$ cat src/rtl/core/cpfs_pkg.sv
// shared types, codes, constants and the arctangent table for the pupil field sum block
package cpfs_pkg;

    // defaults for the top-level parameters
    localparam int MAX_SAMPLES_DEF     = 256;
    localparam int CORDIC_STEPS_DEF    = 24;
    localparam int INTENSITY_SHIFT_DEF = 32;

    // command codes carried in tuser
    localparam logic [1:0] CMD_CLEAR = 2'd0;
    localparam logic [1:0] CMD_LOAD  = 2'd1;
    localparam logic [1:0] CMD_EVAL  = 2'd2;

    // result status codes
    localparam logic [2:0] ST_OK     = 3'd0;
    localparam logic [2:0] ST_EMPTY  = 3'd1;
    localparam logic [2:0] ST_ORIGIN = 3'd2;
    localparam logic [2:0] ST_ZPOW   = 3'd3;
    localparam logic [2:0] ST_FULL   = 3'd4;
    localparam logic [2:0] ST_SAT    = 3'd5;

    // configuration register indexes
    localparam logic CFG_WAVELENGTH = 1'b0;
    localparam logic CFG_REF_PATH   = 1'b1;

    localparam logic [23:0] WL_RESET     = 24'd604731;
    localparam logic [63:0] PI_Q36       = 64'h0000_0032_43F6_A888;
    localparam logic [63:0] QPI_Q62      = 64'h3243_F6A8_885A_308D;
    localparam logic [63:0] INV_GAIN_Q32 = 64'h0000_0000_9B74_EDA8;
    localparam logic [47:0] AMP_MAX      = 48'hFFFF_FFFF_FFFF;

    // cordic datapath widths
    localparam int COR_XW = 56;
    localparam int COR_ZW = 44;

    typedef enum logic [1:0] {
        OP_MUL,
        OP_DIV,
        OP_SQRT
    } t_op;

    typedef struct packed {
        logic start;
        t_op  op;
    } t_su_req;

    typedef struct packed {
        logic busy;
        logic done;
    } t_su_stat;

    typedef struct packed {
        logic [31:0] power;
        logic [47:0] path;
        logic [47:0] oz;
        logic [47:0] oy;
        logic [47:0] ox;
    } t_sample;

    typedef enum logic [5:0] {
        S_IDLE, S_PWR_RD, S_PWR_CHK, S_ORG_RD, S_ORG_CHK, S_SMP_RD,
        S_SQX_GO, S_SQX_WT, S_SQY_GO, S_SQY_WT, S_SQZ_GO, S_SQZ_WT,
        S_DST_GO, S_DST_WT, S_PWS_GO, S_PWS_WT, S_AMP_GO, S_AMP_WT,
        S_X0_GO, S_X0_WT, S_PH_GO, S_PH_WT, S_FOLD, S_ANM_GO, S_ANM_WT,
        S_AND_GO, S_AND_WT, S_ROT_GO, S_ROT_WT, S_FX_GO, S_FX_WT,
        S_FY_GO, S_FY_WT, S_FIN, S_OUT
    } t_state;

    typedef logic [63:0][39:0] t_atan_tab;

    // 2^e / d by long division, elaboration only
    function automatic logic [63:0] pow2_div(int e, int d);
        logic [63:0] rem;
        logic [63:0] q;
        rem = '0;
        q   = '0;
        for (int b = 63; b >= 0; b--) begin
            rem = {rem[62:0], (b == e)};
            if (rem >= 64'(d)) begin
                rem  = rem - 64'(d);
                q[b] = 1'b1;
            end
        end
        return q;
    endfunction

    // atan(2^-i) in Q36, rounded from a truncated Q62 series
    function automatic t_atan_tab build_atan();
        t_atan_tab   tab;
        logic [63:0] v;
        logic [63:0] term;
        int          k;
        for (int i = 0; i < 64; i++) begin
            v = '0;
            if (i == 0) begin
                v = QPI_Q62;
            end else if (i < 62) begin
                k = 0;
                while (i * (2 * k + 1) <= 62) begin
                    term = pow2_div(62 - i * (2 * k + 1), 2 * k + 1);
                    if (k % 2 == 1) v = v - term;
                    else            v = v + term;
                    k++;
                end
            end
            term   = (v + (64'd1 << 25)) >> 26;
            tab[i] = term[39:0];
        end
        return tab;
    endfunction

    localparam t_atan_tab ATAN_TAB = build_atan();

endpackage

$ cat src/rtl/core/cpfs_serial.sv
// shared bit-serial unit: multiply-accumulate, restoring divide and integer square root
module cpfs_serial import cpfs_pkg::*; (
    input  logic           i_clk,
    input  logic           i_rst_n,
    input  t_su_req        i_req,
    input  logic [127:0]   i_a,
    input  logic [63:0]    i_b,
    input  logic [127:0]   i_c,
    output t_su_stat       o_stat,
    output logic [127:0]   o_res,
    output logic [63:0]    o_rem
);

    logic         r_busy;
    logic         r_done;
    logic [6:0]   r_cnt;
    t_op          r_op;
    logic [127:0] r_a;
    logic [63:0]  r_b;
    logic [127:0] r_acc;
    logic [66:0]  r_rem;

    logic [127:0] n_a;
    logic [63:0]  n_b;
    logic [127:0] n_acc;
    logic [66:0]  n_rem;
    logic [66:0]  w_rsh;
    logic [66:0]  w_trial;
    logic         w_ge;
    logic [6:0]   w_last;

    always_comb begin
        n_a     = r_a;
        n_b     = r_b;
        n_acc   = r_acc;
        n_rem   = r_rem;
        w_rsh   = '0;
        w_trial = '0;
        w_ge    = 1'b0;
        w_last  = 7'd63;
        unique case (r_op)
            OP_MUL: begin
                n_acc = r_b[0] ? r_acc + r_a : r_acc;
                n_a   = r_a << 1;
                n_b   = r_b >> 1;
            end
            OP_DIV: begin
                w_last  = 7'd127;
                w_rsh   = {r_rem[65:0], r_a[127]};
                w_trial = {3'b000, r_b};
                w_ge    = w_rsh >= w_trial;
                n_rem   = w_ge ? w_rsh - w_trial : w_rsh;
                n_acc   = {r_acc[126:0], w_ge};
                n_a     = r_a << 1;
            end
            OP_SQRT: begin
                w_rsh   = {r_rem[64:0], r_a[127:126]};
                w_trial = {1'b0, r_acc[63:0], 2'b01};
                w_ge    = w_rsh >= w_trial;
                n_rem   = w_ge ? w_rsh - w_trial : w_rsh;
                n_acc   = {r_acc[126:0], w_ge};
                n_a     = r_a << 2;
            end
            default: ;
        endcase
    end

    always_ff @(posedge i_clk) begin
        if (!i_rst_n) begin
            r_busy <= 1'b0;
            r_done <= 1'b0;
            r_cnt  <= '0;
            r_op   <= OP_MUL;
        end else begin
            r_done <= 1'b0;
            if (i_req.start) begin
                r_busy <= 1'b1;
                r_cnt  <= '0;
                r_op   <= i_req.op;
            end else if (r_busy) begin
                r_cnt <= r_cnt + 7'd1;
                if (r_cnt == w_last) begin
                    r_busy <= 1'b0;
                    r_done <= 1'b1;
                end
            end
        end
    end

    always_ff @(posedge i_clk) begin
        if (i_req.start) begin
            r_a   <= i_a;
            r_b   <= i_b;
            r_acc <= (i_req.op == OP_MUL) ? i_c : '0;
            r_rem <= '0;
        end else if (r_busy) begin
            r_a   <= n_a;
            r_b   <= n_b;
            r_acc <= n_acc;
            r_rem <= n_rem;
        end
    end

    assign o_stat.busy = r_busy;
    assign o_stat.done = r_done;
    assign o_res       = r_acc;
    assign o_rem       = r_rem[63:0];

endmodule

$ cat config.mk
export PLATFORM = sky130hd
export DESIGN_NAME = cpfs_serial
export DESIGN_NICKNAME = d
export VERILOG_FILES = /design/src/rtl/core/cpfs_pkg.sv /design/src/rtl/core/cpfs_serial.sv
export SDC_FILE = /design/constraint.sdc
export NUM_CORES = 2
export LEC_CHECK = 0
export BUFFER_PORTS_ARGS = -buffer_cell sky130_fd_sc_hd__buf_2
export CELL_PAD_IN_SITES_DETAIL_PLACEMENT = 0
export CELL_PAD_IN_SITES_GLOBAL_PLACEMENT = 1
export CORE_ASPECT_RATIO = 0.6
export CORE_UTILIZATION = 30
export CTS_CLUSTER_SIZE = 14
export DETAILED_ROUTE_END_ITERATION = 10
export PLACE_DENSITY = 0.7
export SYNTH_ARGS = -nofsm -noshare
export SYNTH_HDL_FRONTEND = slang
export SYNTH_SLANG_ARGS = --single-unit
$ cat constraint.sdc
create_clock -name i_clk -period 5.3 [get_ports i_clk]
set_input_delay 0 -clock i_clk [delete_from_list [all_inputs] [get_ports i_clk]]
set_output_delay 0 -clock i_clk [all_outputs]
set_load 0.02 [all_outputs]
==> results.md <==
- Die area: 123000 um^2
- Post-synth ARST share: 0%
- Setup violations, final: 0
- Clock power frac: 22.6%
- CP startpoint kind: register
- Mapped cell area: 36400 um^2
- DRT Pass-1 Iters: 8
- Hold Path Class: primary input to register
- Clock root cell: clkbuf_16
- Worst Path Arrival: 5.51 ns
- CP Max Fanout: 4
- CP Class: register to register
- Vias per cell: 5.54
- Yosys warns: 0
- Hold Path Origin: i_a[127]
- Clock sink total: 397
- Cells after Synth: 4540
- Post-synthesis adder-cell area fraction: 9.07%
- Commonest non-fill, non-tap cell in the layout: nand2_1
- # IOs: 519
- Layout cells sized above 1: 13.8%
- Hold Vio Cnt, Final: 0
- Simple-Gate Fraction of Synth Area: 14.8%
- FF-to-FF path depth: 16
- Synthesized Nets: 5128
- Placed cell count: 6397
- H-Tree Depth: 2
- Final min period: 5.15 ns
- Worst-margin pin slew: 1.15 ns
- Gate power share: 48.3%
- RSZ-0062 raised after global routing: false
- IO Port Bufs: 518
- Largest net degree at the start of global routing: 163
- First-pass GRT wire length: 237000 um
- Register area share after synthesis: 30.6%
- Synth Flop Type: edfxtp_1
- Compound-Gate Fraction of Synth Area: 27.9%
- R2R Setup Slk: 0.15 ns
- Fin cells: 6857
- Vias in the first global route: 35600
- Xor/xnor share of the synthesized area: 6.11%
- Maximum root-to-sink buffer count: 3
- Static Leakage: 0.0190 uW
- Worst Hold Endpoint: r_a[127]$_DFFE_PP_
- Final wirelength: 163000 um
- GR Overflow Total: 0
- ANT nets after route: 0
- Clk_lat worst skew: 0.66 ns
- Launching point of the worst reg2reg path: o_res[0]$_DFFE_PP_
- Hpwl dp: 126000 um
- Post-DR wirelength/cell: 23.7 um
- Slew Limit Headroom: 23.3%
- Synth Register Bits: 397
- Via count: 38000
- Max Clk Rate: 194 MHz
- Most frequent cells in the layout: nand2_1 (599), o21ai_0 (561), buf_2 (517)
- CTS tree: built
- Switch Pwr: 6840 uW
- Fin Setup TNS: 0 ns
- Worst Setup End Kind: register
- Period utilization: 97.1%
- Antenna violations before repair: 9
- Final #Nets: 5804
- # Post-CTS Setup Buffers: 0
- Largest family of logic cells by synthesized area: compound AO/OA/AOI/OAI gates
- PwrDens: 339 nW/um^2
- Initial core utilization: 30.4%
- All-Layer GR Usage: 25.4%
- CTS buffer count: 47
- First DRT Iteration DRCs: 3964
- Core Area: 120000 um^2
- Reg power frac: 29.1%
- Die W: 452 um
- Final core occ: 38.0%
- Switching Fraction: 44.4%
- VDD IR max: 0.284 mV
- Post-synthesis mux area share: 4.73%
- Yosys cell types: 82
- Worst clock skew: 0.0428 ns
- Remaining DRCs: 0
- Status: finished, final reports clean
- Hold depth: 3
- Area grow syn2layout: 24.9%
- Max-slew violation count: 0
- Number of synthesized flops with an enable pin: 320
- Routability cong.: 0.941
- Req. time, crit path: 5.66 ns
- Reg-to-Reg End: o_res[100]$_DFFE_PP_
- Total of max-cap violations: 0
- Syn_area_per_cell: 8.03 um^2
- Int Pwr: 8570 uW
- FP Rows: 98
- Reg clk slew, reported paths: 0.06 ns
- Die Y: 272 um
## synthesized netlist by cell type, types with 46 or more instances
| cell | n | area share [%] |
|---|---|---|
| nand3_1 | 46 | 0.63 |
| nand2_1 | 600 | 6.2 |
| o21ai_0 | 561 | 7.7 |
| xnor2_1 | 158 | 3.8 |
| nor2_1 | 228 | 2.3 |
| ha_1 | 261 | 9.0 |
| mux2i_1 | 163 | 4.5 |
| o21bai_1 | 82 | 1.7 |
| buf_4 | 71 | 1.5 |
| a22oi_1 | 123 | 2.5 |
| nor3_1 | 70 | 0.96 |
| dfxtp_1 | 77 | 4.2 |
| clkbuf_1 | 238 | 2.5 |
| a21oi_1 | 445 | 6.1 |
| xor2_1 | 96 | 2.3 |
| edfxtp_1 | 320 | 26 |
| nand4_1 | 108 | 1.9 |
| inv_1 | 232 | 2.4 |
| a21o_1 | 137 | 2.8 |
## worst max-delay path: stages, from the launching register on
cell	delay, ns
edfxtp_1	0.44
ha_1	0.25
inv_1	0.07
fa_1	0.23
nor2b_1	0.09
o2111ai_1	0.28
a2111oi_1	0.17
a21oi_1	0.33
o2111ai_2	0.26
a21oi_1	0.68
o221ai_1	0.38
a41oi_1	0.64
o21ai_1	0.17
buf_4	0.21
a31oi_1	0.32
xor2_1	0.23
o21ai_0	0.09
## through the flow
step	power (uW)	setup WS, ns	hold slack, ns	cell area (um^2)
2_1_floorplan	9110	0.462	0.128	36400
3_3_place_gp	11600	0.144	0.265	40300
3_5_place_dp	11500	0.243	0.280	40300
4_1_cts	15300	0.204	0.0648	45500
5_1_grt	16300	0.0241	0.114	45500
6_report	15400	0.153	0.129	45500
## routing by layer
metal	share of wire, %	vias up	track usage, %
li1	-	18000	-
met1	49	18300	38.9
met2	39	1599	35.0
met3	9.1	184	5.61
met4	2.8	6	6.78
met5	0.026	-	0
## worst max-delay path by stage
| stage | startpoint | end | slack (ns) | depth (start not counted) |
|---|---|---|---|---|
| 2_1_floorplan | r_op[0]$_SDFFE_PN0P_ | r_a[0]$_SDFFCE_PN0P_ | 0.46 | 7 |
| 3_3_place_gp | o_res[0]$_DFFE_PP_ | o_res[100]$_DFFE_PP_ | 0.14 | 16 |
| 6_report | o_res[0]$_DFFE_PP_ | o_res[100]$_DFFE_PP_ | 0.15 | 16 |
| 5_1_grt | o_res[39]$_DFFE_PP_ | o_res[0]$_DFFE_PP_ | 0.02 | 14 |
| 3_5_place_dp | o_res[0]$_DFFE_PP_ | o_res[100]$_DFFE_PP_ | 0.24 | 16 |
| 4_1_cts | o_res[0]$_DFFE_PP_ | o_res[100]$_DFFE_PP_ | 0.20 | 16 |
## cells by family after synthesis
logic type               Yosys count
adder cells (fa/ha/maj)          263
AND/OR/NAND/NOR                 1210
multiplexers                     171
AO/OA/AOI/OAI                   1665
buffers and inverters            580
XOR/XNOR                         254
flip-flops                       397
## sequential cells by signal, indices dropped and copies added, names as in the netlist
name    count
o_res     128
r_rem      66
r_cnt       7
r_busy      1
r_op        2
r_done      1
r_a       128
r_b        64
## power groups by stage
| stage | clock [uW] | sequential (uW) | combinational (uW) |
|---|---|---|---|
| 6_report | 3480 | 4490 | 7450 |
| 5_1_grt | 3660 | 4530 | 8090 |
| 3_5_place_dp | 0 | 4530 | 7000 |
| 4_1_cts | 3550 | 4470 | 7300 |
| 3_3_place_gp | 0 | 4520 | 7040 |
| 2_1_floorplan | 0 | 4600 | 4510 |
## layout make-up
class                           instances  area [um^2]
Antenna cell                            2         5.00
Clock buffer                           60         1280
Clock inverter                         28          258
Fill cell                           12500        74300
Inverter                              233          875
Multi-Input combinational cell       3563        22900
Sequential cell                       397        11200
Tap cell                             1600         2000
Timing Repair Buffer                  974         7050
## what timing repair did
item / CTS / global route
hold buffers: 370 / 0
hold endpoints to repair: 342 / 0
gates resized for setup: 0 / 1
setup endpoints to repair: 0 / 1
No activity file was read; power rests on OpenSTA's default activity.
