`src/rtl/core/cpfs_pkg.sv`:
```
// shared types, codes, constants and the arctangent table for the pupil field sum block
package cpfs_pkg;

    // defaults for the top-level parameters
    localparam int MAX_SAMPLES_DEF     = 256;
    localparam int CORDIC_STEPS_DEF    = 24;
    localparam int INTENSITY_SHIFT_DEF = 32;

    // command codes carried in tuser
    localparam logic [1:0] CMD_CLEAR = 2'd0;
    localparam logic [1:0] CMD_LOAD  = 2'd1;
    localparam logic [1:0] CMD_EVAL  = 2'd2;

    // result status codes
    localparam logic [2:0] ST_OK     = 3'd0;
    localparam logic [2:0] ST_EMPTY  = 3'd1;
    localparam logic [2:0] ST_ORIGIN = 3'd2;
    localparam logic [2:0] ST_ZPOW   = 3'd3;
    localparam logic [2:0] ST_FULL   = 3'd4;
    localparam logic [2:0] ST_SAT    = 3'd5;

    // configuration register indexes
    localparam logic CFG_WAVELENGTH = 1'b0;
    localparam logic CFG_REF_PATH   = 1'b1;

    localparam logic [23:0] WL_RESET     = 24'd604731;
    localparam logic [63:0] PI_Q36       = 64'h0000_0032_43F6_A888;
    localparam logic [63:0] QPI_Q62      = 64'h3243_F6A8_885A_308D;
    localparam logic [63:0] INV_GAIN_Q32 = 64'h0000_0000_9B74_EDA8;
    localparam logic [47:0] AMP_MAX      = 48'hFFFF_FFFF_FFFF;

    // cordic datapath widths
    localparam int COR_XW = 56;
    localparam int COR_ZW = 44;

    typedef enum logic [1:0] {
        OP_MUL,
        OP_DIV,
        OP_SQRT
    } t_op;

    typedef struct packed {
        logic start;
        t_op  op;
    } t_su_req;

    typedef struct packed {
        logic busy;
        logic done;
    } t_su_stat;

    typedef struct packed {
        logic [31:0] power;
        logic [47:0] path;
        logic [47:0] oz;
        logic [47:0] oy;
        logic [47:0] ox;
    } t_sample;

    typedef enum logic [5:0] {
        S_IDLE, S_PWR_RD, S_PWR_CHK, S_ORG_RD, S_ORG_CHK, S_SMP_RD,
        S_SQX_GO, S_SQX_WT, S_SQY_GO, S_SQY_WT, S_SQZ_GO, S_SQZ_WT,
        S_DST_GO, S_DST_WT, S_PWS_GO, S_PWS_WT, S_AMP_GO, S_AMP_WT,
        S_X0_GO, S_X0_WT, S_PH_GO, S_PH_WT, S_FOLD, S_ANM_GO, S_ANM_WT,
        S_AND_GO, S_AND_WT, S_ROT_GO, S_ROT_WT, S_FX_GO, S_FX_WT,
        S_FY_GO, S_FY_WT, S_FIN, S_OUT
    } t_state;

    typedef logic [63:0][39:0] t_atan_tab;

    // 2^e / d by long division, elaboration only
    function automatic logic [63:0] pow2_div(int e, int d);
        logic [63:0] rem;
        logic [63:0] q;
        rem = '0;
        q   = '0;
        for (int b = 63; b >= 0; b--) begin
            rem = {rem[62:0], (b == e)};
            if (rem >= 64'(d)) begin
                rem  = rem - 64'(d);
                q[b] = 1'b1;
            end
        end
        return q;
    endfunction

    // atan(2^-i) in Q36, rounded from a truncated Q62 series
    function automatic t_atan_tab build_atan();
        t_atan_tab   tab;
        logic [63:0] v;
        logic [63:0] term;
        int          k;
        for (int i = 0; i < 64; i++) begin
            v = '0;
            if (i == 0) begin
                v = QPI_Q62;
            end else if (i < 62) begin
                k = 0;
                while (i * (2 * k + 1) <= 62) begin
                    term = pow2_div(62 - i * (2 * k + 1), 2 * k + 1);
                    if (k % 2 == 1) v = v - term;
                    else            v = v + term;
                    k++;
                end
            end
            term   = (v + (64'd1 << 25)) >> 26;
            tab[i] = term[39:0];
        end
        return tab;
    endfunction

    localparam t_atan_tab ATAN_TAB = build_atan();

endpackage

```
`src/rtl/core/cpfs_cordic.sv`:
```
// iterative cordic rotator, one micro-rotation per cycle
module cpfs_cordic import cpfs_pkg::*; #(
    parameter int STEPS = CORDIC_STEPS_DEF
) (
    input  logic                     i_clk,
    input  logic                     i_rst_n,
    input  logic                     i_start,
    input  logic signed [COR_ZW-1:0] i_z,
    input  logic signed [COR_XW-1:0] i_x0,
    output logic                     o_done,
    output logic signed [COR_XW-1:0] o_x,
    output logic signed [COR_XW-1:0] o_y
);

    localparam int IW = (STEPS > 1) ? $clog2(STEPS) : 1;

    logic                     r_busy;
    logic                     r_done;
    logic [IW-1:0]            r_i;
    logic signed [COR_XW-1:0] r_x;
    logic signed [COR_XW-1:0] r_y;
    logic signed [COR_ZW-1:0] r_z;

    logic signed [COR_XW-1:0] w_xs;
    logic signed [COR_XW-1:0] w_ys;
    logic signed [COR_ZW-1:0] w_t;

    assign w_xs = r_x >>> r_i;
    assign w_ys = r_y >>> r_i;
    assign w_t  = $signed({{(COR_ZW-40){1'b0}}, ATAN_TAB[6'(r_i)]});

    always_ff @(posedge i_clk) begin
        if (!i_rst_n) begin
            r_busy <= 1'b0;
            r_done <= 1'b0;
            r_i    <= '0;
        end else begin
            r_done <= 1'b0;
            if (i_start) begin
                r_busy <= 1'b1;
                r_i    <= '0;
            end else if (r_busy) begin
                r_i <= r_i + IW'(1);
                if (r_i == IW'(STEPS - 1)) begin
                    r_busy <= 1'b0;
                    r_done <= 1'b1;
                end
            end
        end
    end

    always_ff @(posedge i_clk) begin
        if (i_start) begin
            r_x <= i_x0;
            r_y <= '0;
            r_z <= i_z;
        end else if (r_busy) begin
            if (r_z >= 0) begin
                r_x <= r_x - w_ys;
                r_y <= r_y + w_xs;
                r_z <= r_z - w_t;
            end else begin
                r_x <= r_x + w_ys;
                r_y <= r_y - w_xs;
                r_z <= r_z + w_t;
            end
        end
    end

    assign o_done = r_done;
    assign o_x    = r_x;
    assign o_y    = r_y;

endmodule

```
`config.mk`:
```
export PLATFORM = sky130hd
export DESIGN_NAME = cpfs_cordic
export DESIGN_NICKNAME = d
export VERILOG_FILES = /design/src/rtl/core/cpfs_pkg.sv /design/src/rtl/core/cpfs_cordic.sv
export SDC_FILE = /design/constraint.sdc
export NUM_CORES = 1
export LEC_CHECK = 0
export BUFFER_PORTS_ARGS = -buffer_cell sky130_fd_sc_hd__buf_2
export CORE_MARGIN = 1
export CORE_UTILIZATION = 45
export DETAILED_ROUTE_END_ITERATION = 8
export PLACE_DENSITY = 0.67
export SKIP_LAST_GASP = 1
export SYNTH_ARGS = -nofsm -noshare
export SYNTH_HDL_FRONTEND = slang
export SYNTH_SLANG_ARGS = --single-unit
```
`constraint.sdc`:
```
create_clock -name i_clk -period 6.6 [get_ports i_clk]
set_input_delay 1.32 -clock i_clk [delete_from_list [all_inputs] [get_ports i_clk]]
set_output_delay 1.32 -clock i_clk [all_outputs]
set_load 0.005 [all_outputs]
```
==> results of run 1 <==
per-stage QoR:
step | instances | hold WS [ps] | utilization [%] | TNS [ps]
2_1_floorplan | 3383 | 502 | - | 0
3_3_place_gp | 4594 | 562 | 52.9 | -165
3_5_place_dp | 4594 | 564 | 52.9 | -255
4_1_cts | 4633 | 584 | 54.2 | 0
5_1_grt | 4663 | 602 | 55.3 | -195
6_report | 4663 | 577 | 55.3 | 0
sequential cells by signal, summed over array words and instances, names as in the netlist:
signal	flops
r_i	5
o_done	1
w_t	36
o_x	56
r_z	44
r_busy	1
o_y	56
cell type report:
| class | instances | area, µm² |
|---|---|---|
| timing repair buffer | 669 | 4700 |
| tap | 782 | 978 |
| sequential | 199 | 5000 |
| inverter | 67 | 254 |
| multi-input combinational | 2914 | 22000 |
| fill | 5730 | 27200 |
| clock buffer | 17 | 425 |
| clock inverter | 15 | 246 |
layer usage:
layer	GRT usage (%)	vias up	share of wire, %	wire [µm]
met1	50.8	14500	44	50100
met3	5.39	214	9.9	11200
met5	0	-	0	0
met4	12.1	0	3.5	3920
met2	51.3	1725	42	47900
li1	-	13800	-	-
power by group through the flow:
stage | logic (mW) | clock network, mW | registers (mW)
2_1_floorplan | 10.7 | 0 | 2.43
3_3_place_gp | 16.0 | 0 | 2.69
3_5_place_dp | 16.0 | 0 | 2.69
4_1_cts | 16.2 | 1.30 | 2.66
5_1_grt | 18.5 | 1.33 | 2.73
6_report | 17.1 | 1.28 | 2.71
logic make-up after synthesis:
group | after synthesis | synth area share, %
flip-flops | 199 | 17.8
AO/OA/AOI/OAI | 1100 | 25.3
AND/OR/NAND/NOR | 1040 | 17.5
multiplexers | 342 | 18.7
adder cells (fa/ha/maj) | 168 | 7.60
XOR/XNOR | 264 | 8.33
buffers and inverters | 270 | 4.68
worst max path at each step:
stage | cells after the start | startpoint | to
floorplan | 28 | r_i[0] | o_y[55]
global placement | 25 | r_i[1] | o_y[55]
detailed placement | 25 | r_i[1] | o_y[55]
CTS | 25 | r_i[1] | o_y[55]
global route | 27 | o_x[20] | o_y[55]
finish | 25 | r_i[2] | o_x[53]
worst max-delay path, cell delays in order (launching register included):
cell and delay (ps):
dfxtp_4 470, buf_12 210, mux2_2 400, mux4_2 550
a222oi_1 500, buf_4 200, buf_4 130, a32o_1 180
o2111a_2 270, and3_1 170, nand4_1 160, or4_4 600
buf_6 150, o21ai_2 120, xnor2_1 130, o21ai_1 90
ha_1 380, a21oi_2 180, o32ai_2 100, nor2_1 160
o21ai_1 110, a311o_1 350, a31o_2 220, a21oi_2 130
nor2_1 60, a211o_1 220
placed cells by master, fill, tap and decap left out, drive strengths merged, types with 16 or more instances in the layout:
master,Yosys,layout
a211oi,38,38
a21o,97,97
a21oi,277,277
a221oi,19,19
a31oi,34,34
and2,29,29
and3,29,29
buf,97,667
clkbuf,106,19
dfxtp,99,99
edfxtp,100,100
ha,165,165
inv,62,76
mux2,82,82
mux2i,128,128
mux4,132,132
nand2,374,374
nand2b,32,32
nand3,67,67
nand4,31,31
nor2,279,279
nor2b,30,30
nor3,60,60
nor4,20,20
o211ai,29,29
o21a,36,36
o21ai,299,299
o21bai,16,16
o22ai,20,20
o31ai,48,48
or3,33,33
xnor2,134,134
xor2,129,129
timing repair:
action / CTS / global route
pin swaps: 1 / 55
setup buffers: 7 / 29
hold buffers: 0 / 0
cloned: 0 / 1
setup endpoints to repair: 6 / 28
resized for setup: 3 / 114
==> impl_metrics.csv, run 1 <==
group,metric,value,unit
run_status,outcome,"finished, final reports clean",
worst_setup_path,crit_fanout,20,
placed_design,place_congestion,1.05,
routing,dr.first_iter.drc_count,3846,
final_layout,drive_gt1_share,26.5,%
hold_path,worst_hold_path.num_cells,2,
clocking,cts_buffer_depth,2,
sta,period_share,98.5,%
synth,synth_fp_nets,3654,
worst_setup_path,crit_path_start_kind,"register",
sta,fin_skew,31.7,ps
synth,synth_flop_cell,"edfxtp_1",
routing,detail-route-antenna-nets,0,
sta,worst_slew_pin_slew,1230,ps
worst_setup_path,r2r-start,"r_i[2]",
grt,grt_max_degree,99,
clocking,cts_buffers,17,
synth,syn_avg_cell_area,8.26,µm²
synth,synthCells,3383,
pwr,p_sw,10.9,mW
pwr,p_leak,14.5,nW
synth,syn_area,0.0279,mm²
synth,synth_edf_count,100,
clocking,cts_tree,"done",
floorplan,coreArea,0.0608,mm²
pwr,total_power,21.1,mW
synth,synth_top_area_cell,"edfxtp_1",
worst_setup_path,crit_required,6890,ps
clocking,h-tree-depth,4,
worst_setup_path,r2r_cells,25,
clocking,root_buffer,"clkbuf_16",
routing,routedWlPerCell,24.2,µm
sta,finalHoldViolations,0,
worst_setup_path,worstSetupPathType,"reg -> reg",
grt,grt_pass1_vias,27500,
synth,synth_cell_type_count,107,
routing,dr.pass1.iters,6,
worst_setup_path,ff2ff_setup_slack,100,ps
floorplan,io_pins,216,
pwr,p_seq_share,12.9,%
worst_setup_path,arrival,6800,ps
routing,via_per_inst,6.49,
synth,synthTopCellsByArea,"edfxtp_1 (11%), mux4_2 (9.4%), ha_1 (7.4%)",
synth,synth.yosys.seq_area_share,17.8,%
pwr,internal_power,10.2,mW
grt,grt_overflow,0,
clocking,clk_latency,540,ps
placed_design,io_buffers,215,
placed_design,dp_slack,-138,ps
synth,synthArstFlopShare,0,%
grt,antenna_found_initial,0,
synth,ys_warn_count,0,
floorplan,rows,90,
routing,dr_total_vias,30300,
final_layout,num_antenna_cells,0,
sta,slew_headroom,17.4,%
pwr,pwr-share-clk,6.1,%
worst_setup_path,endpoint_kind,"register",
pwr,p_sw_share,51.8,%
pwr,power_density,626,mW/mm²
pwr,ir_drop,368,µV
routing,totalWireLength,113000,µm
hold_path,hold_path.class,"reg -> reg",
pwr,combPwrFrac,81.1,%
final_layout,final_cell_area,0.0336,mm²
sta,clock.fmax,154,MHz
floorplan,die_h,251,µm
synth,ys_seq_elements,199,
hold_path,hp-start,"o_y[0]",
clocking,clkTransAtPathRegs,110,ps
sta,period_needed,6500,ps
synth,synth_top_area_share,10.7,%
routing,drc,0,
floorplan,die_area,0.0631,mm²
sta,maxSlewViolCount,0,
worst_setup_path,r2r-end,"o_x[53]",
sta,setup_violations,0,
synth,ys_top_cells_by_count,"nand2_1 (374), o21ai_0 (294), nor2_1 (278)",
hold_path,hold-path-endpoint,"o_y[0]",
clocking,cts_sinks,199,
sta,rsz0062_at_grt,"yes",
flow_run,drv_cap,0,
final_layout,area_growth,20.4,%
synth,synth_most_common_cell,"nand2_1",
placed_design,place_area,0.0322,mm²
placed_design,dp_hpwl,88700,µm
floorplan,die_w,251,µm
sta,fin_ws,96.5,ps
grt,grt_use_total,34.7,%
floorplan,start_util,45.9,%
grt,grt_first_pass_wirelength,168000,µm
final_layout,nets,4139,
No activity file was read; power rests on OpenSTA's default activity.
==> run 2: changes to the inputs <==
CORE_UTILIZATION = 40   (was 45)
PLACE_DENSITY = 0.61   (was 0.67)
==> run 2 against run 1 <==
Sequential power shrank 3%. Via count decreased by 0.78%. Worst hold slack gained 11 ps. Non-clock buffer count rose by 50. Flip-flop and latch count unchanged. Routed wire length down 1.5%. Largest power group unchanged. Worst setup slack improved by 54 ps.
==> impl_metrics.csv, run 2 (synthesized netlist as in run 1, its figures left out) <==
group,metric,value,unit
run_status,outcome,"finished, final reports clean",
sta,fin_skew,17.7,ps
final_layout,layout_commonest_cell,"buf_4",
placed_design,place_congestion,1.05,
final_layout,drive_gt1_share,27.5,%
placed_design,dp_cells,4812,
routing,dr_total_vias,30000,
final_layout,area_growth,22.5,%
floorplan,die_w,266,µm
clocking,cts_tree,"done",
clocking,cts_buffers,17,
grt,grt_pass1_vias,27600,
final_layout,instances_no_fill,4862,
grt,grt_max_degree,134,
floorplan,die_h,266,µm
placed_design,place_area,0.0329,mm²
floorplan,rows,96,
routing,dr.first_iter.drc_count,3454,
clocking,cts_sinks,199,
worst_setup_path,crit_fanout,17,
grt,antenna_found_initial,0,
routing,detail-route-antenna-nets,0,
pwr,ir_drop,266,µV
routing,drc,0,
worst_setup_path,crit_family,"compound AO/OA/AOI/OAI gates",
placed_design,dp_hpwl,87800,µm
final_layout,final_cell_area,0.0342,mm²
grt,grt_use_total,30.7,%
sta,period_share,97.7,%
sta,period_needed,6450,ps
clocking,root_buffer,"clkbuf_16",
floorplan,io_pins,216,
sta,clock.fmax,155,MHz
placed_design,io_buffers,215,
clocking,clkTransAtPathRegs,100,ps
worst_setup_path,cpMaxStageDelayCell,"mux4_2",
pwr,p_leak,14.8,nW
clocking,cts_buffer_depth,2,
pwr,total_power,21.1,mW
sta,slew_headroom,28.8,%
worst_setup_path,cpMostUsedCell,"nor2_1",
worst_setup_path,arrival,6740,ps
floorplan,coreArea,0.0688,mm²
worst_setup_path,path_cells,"buf_12 -> mux2_2 -> mux4_2 -> a222oi_1 -> buf_4 -> o211ai_1 -> a2111o_1 -> nand3b_1 -> nand4bb_1 -> or2_2 -> o31ai_1 -> xor2_1 -> ha_1 -> a21o_1 -> a21oi_1 -> o32ai_1 -> nor2_1 -> o21ai_0 -> a311o_1 -> a31o_2 -> a21oi_2 -> nor2_1 -> a211o_1",
hold_path,hold_path.class,"reg -> reg",
floorplan,die_area,0.0709,mm²
clocking,clk_latency,530,ps
worst_setup_path,max_stage_delay,550,ps
final_layout,num_antenna_cells,0,
sta,worst_slew_pin_slew,1070,ps
final_layout,final_core_utilization,49.7,%
flow_run,drv_cap,0,
worst_setup_path,crit_required,6890,ps
hold_path,worst_hold_path.num_cells,2,
routing,via_per_inst,6.18,
final_layout,nets,4189,
sta,setup_violations,0,
worst_setup_path,worst-path-buf-inv,2,
sta,fin_setup_tns,0,ps
worst_setup_path,worstSetupPathType,"reg -> reg",
clocking,cts_hold_buf,0,
routing,routedWlPerCell,22.9,µm
routing,totalWireLength,111000,µm
grt,grt_overflow,0,
worst_setup_path,endpoint_kind,"register",
grt,grt_first_pass_wirelength,169000,µm
worst_setup_path,crit_path_start_kind,"register",
clocking,h-tree-depth,4,
sta,finalHoldViolations,0,
floorplan,start_util,40.6,%
worst_setup_path,cp.depth,23,
routing,dr.pass1.iters,6,
sta,maxSlewViolCount,0,
worst_setup_path,r2r_cells,23,
final_layout,mostFrequentLayoutCells,"buf_4 (485), nand2_1 (369), nor2_1 (277)",
pwr,power_density,616,mW/mm²
==> run 2: path summary, 6_finish.rpt <==
| kind | from | slack [ps] | to |
|---|---|---|---|
| min reg2reg | o_y[19] | 590 | o_y[19] |
| max | r_i[2] | 150 | o_x[53] |
| min | o_y[19] | 590 | o_y[19] |
| max reg2reg | r_i[2] | 150 | o_x[53] |
==> run 2: repair_timing <==
item / CTS / global route
cloned: 0 / 1
resized for setup: 7 / 110
endpoints found under the setup margin: 5 / 35
pin swaps: 2 / 47
buffers inserted: 0 / 18
==> run 2: metal layers <==
layer  up-vias  wire [µm]  GRT usage (%)
li1      13900          -              -
met1     14400      50300           44.8
met2      1562      47600           45.8
met3       186      10100           4.94
met4         0       3330           9.69
met5         -          0              0
==> run 2: final cells by class <==
class / count / area, µm²
fill: 6728 / 34600
multi-input combinational: 2914 / 22100
timing repair buffer: 719 / 5060
sequential: 199 / 5000
tap: 931 / 1160
clock buffer: 17 / 425
inverter: 67 / 254
clock inverter: 15 / 205
==> run 2: report_power, final <==
| group | switching [mW] | internal (mW) |
|---|---|---|
| logic | 9.43 | 7.82 |
| clock network | 0.662 | 0.529 |
| registers | 0.670 | 1.95 |
| total | 10.8 | 10.3 |
==> run 2: through the flow <==
stage / hold WS (ps) / setup WS [ps]
floorplan: 502 / 0.192
global placement: 566 / -152
detailed placement: 558 / -185
CTS: 587 / 0.184
global route: 622 / -128
finish: 588 / 151
==> run 2: worst register-to-register path, cell delays in order, from the launching register on <==
cell and delay (ps):
dfxtp_4 450, buf_12 200, mux2_2 430, mux4_2 550
a222oi_1 350, buf_4 190, o211ai_1 90, a2111o_1 510
nand3b_1 240, nand4bb_1 280, or2_2 380, o31ai_1 340
xor2_1 230, ha_1 280, a21o_1 160, a21oi_1 200
o32ai_1 110, nor2_1 120, o21ai_0 110, a311o_1 320
a31o_2 260, a21oi_2 160, nor2_1 60, a211o_1 220
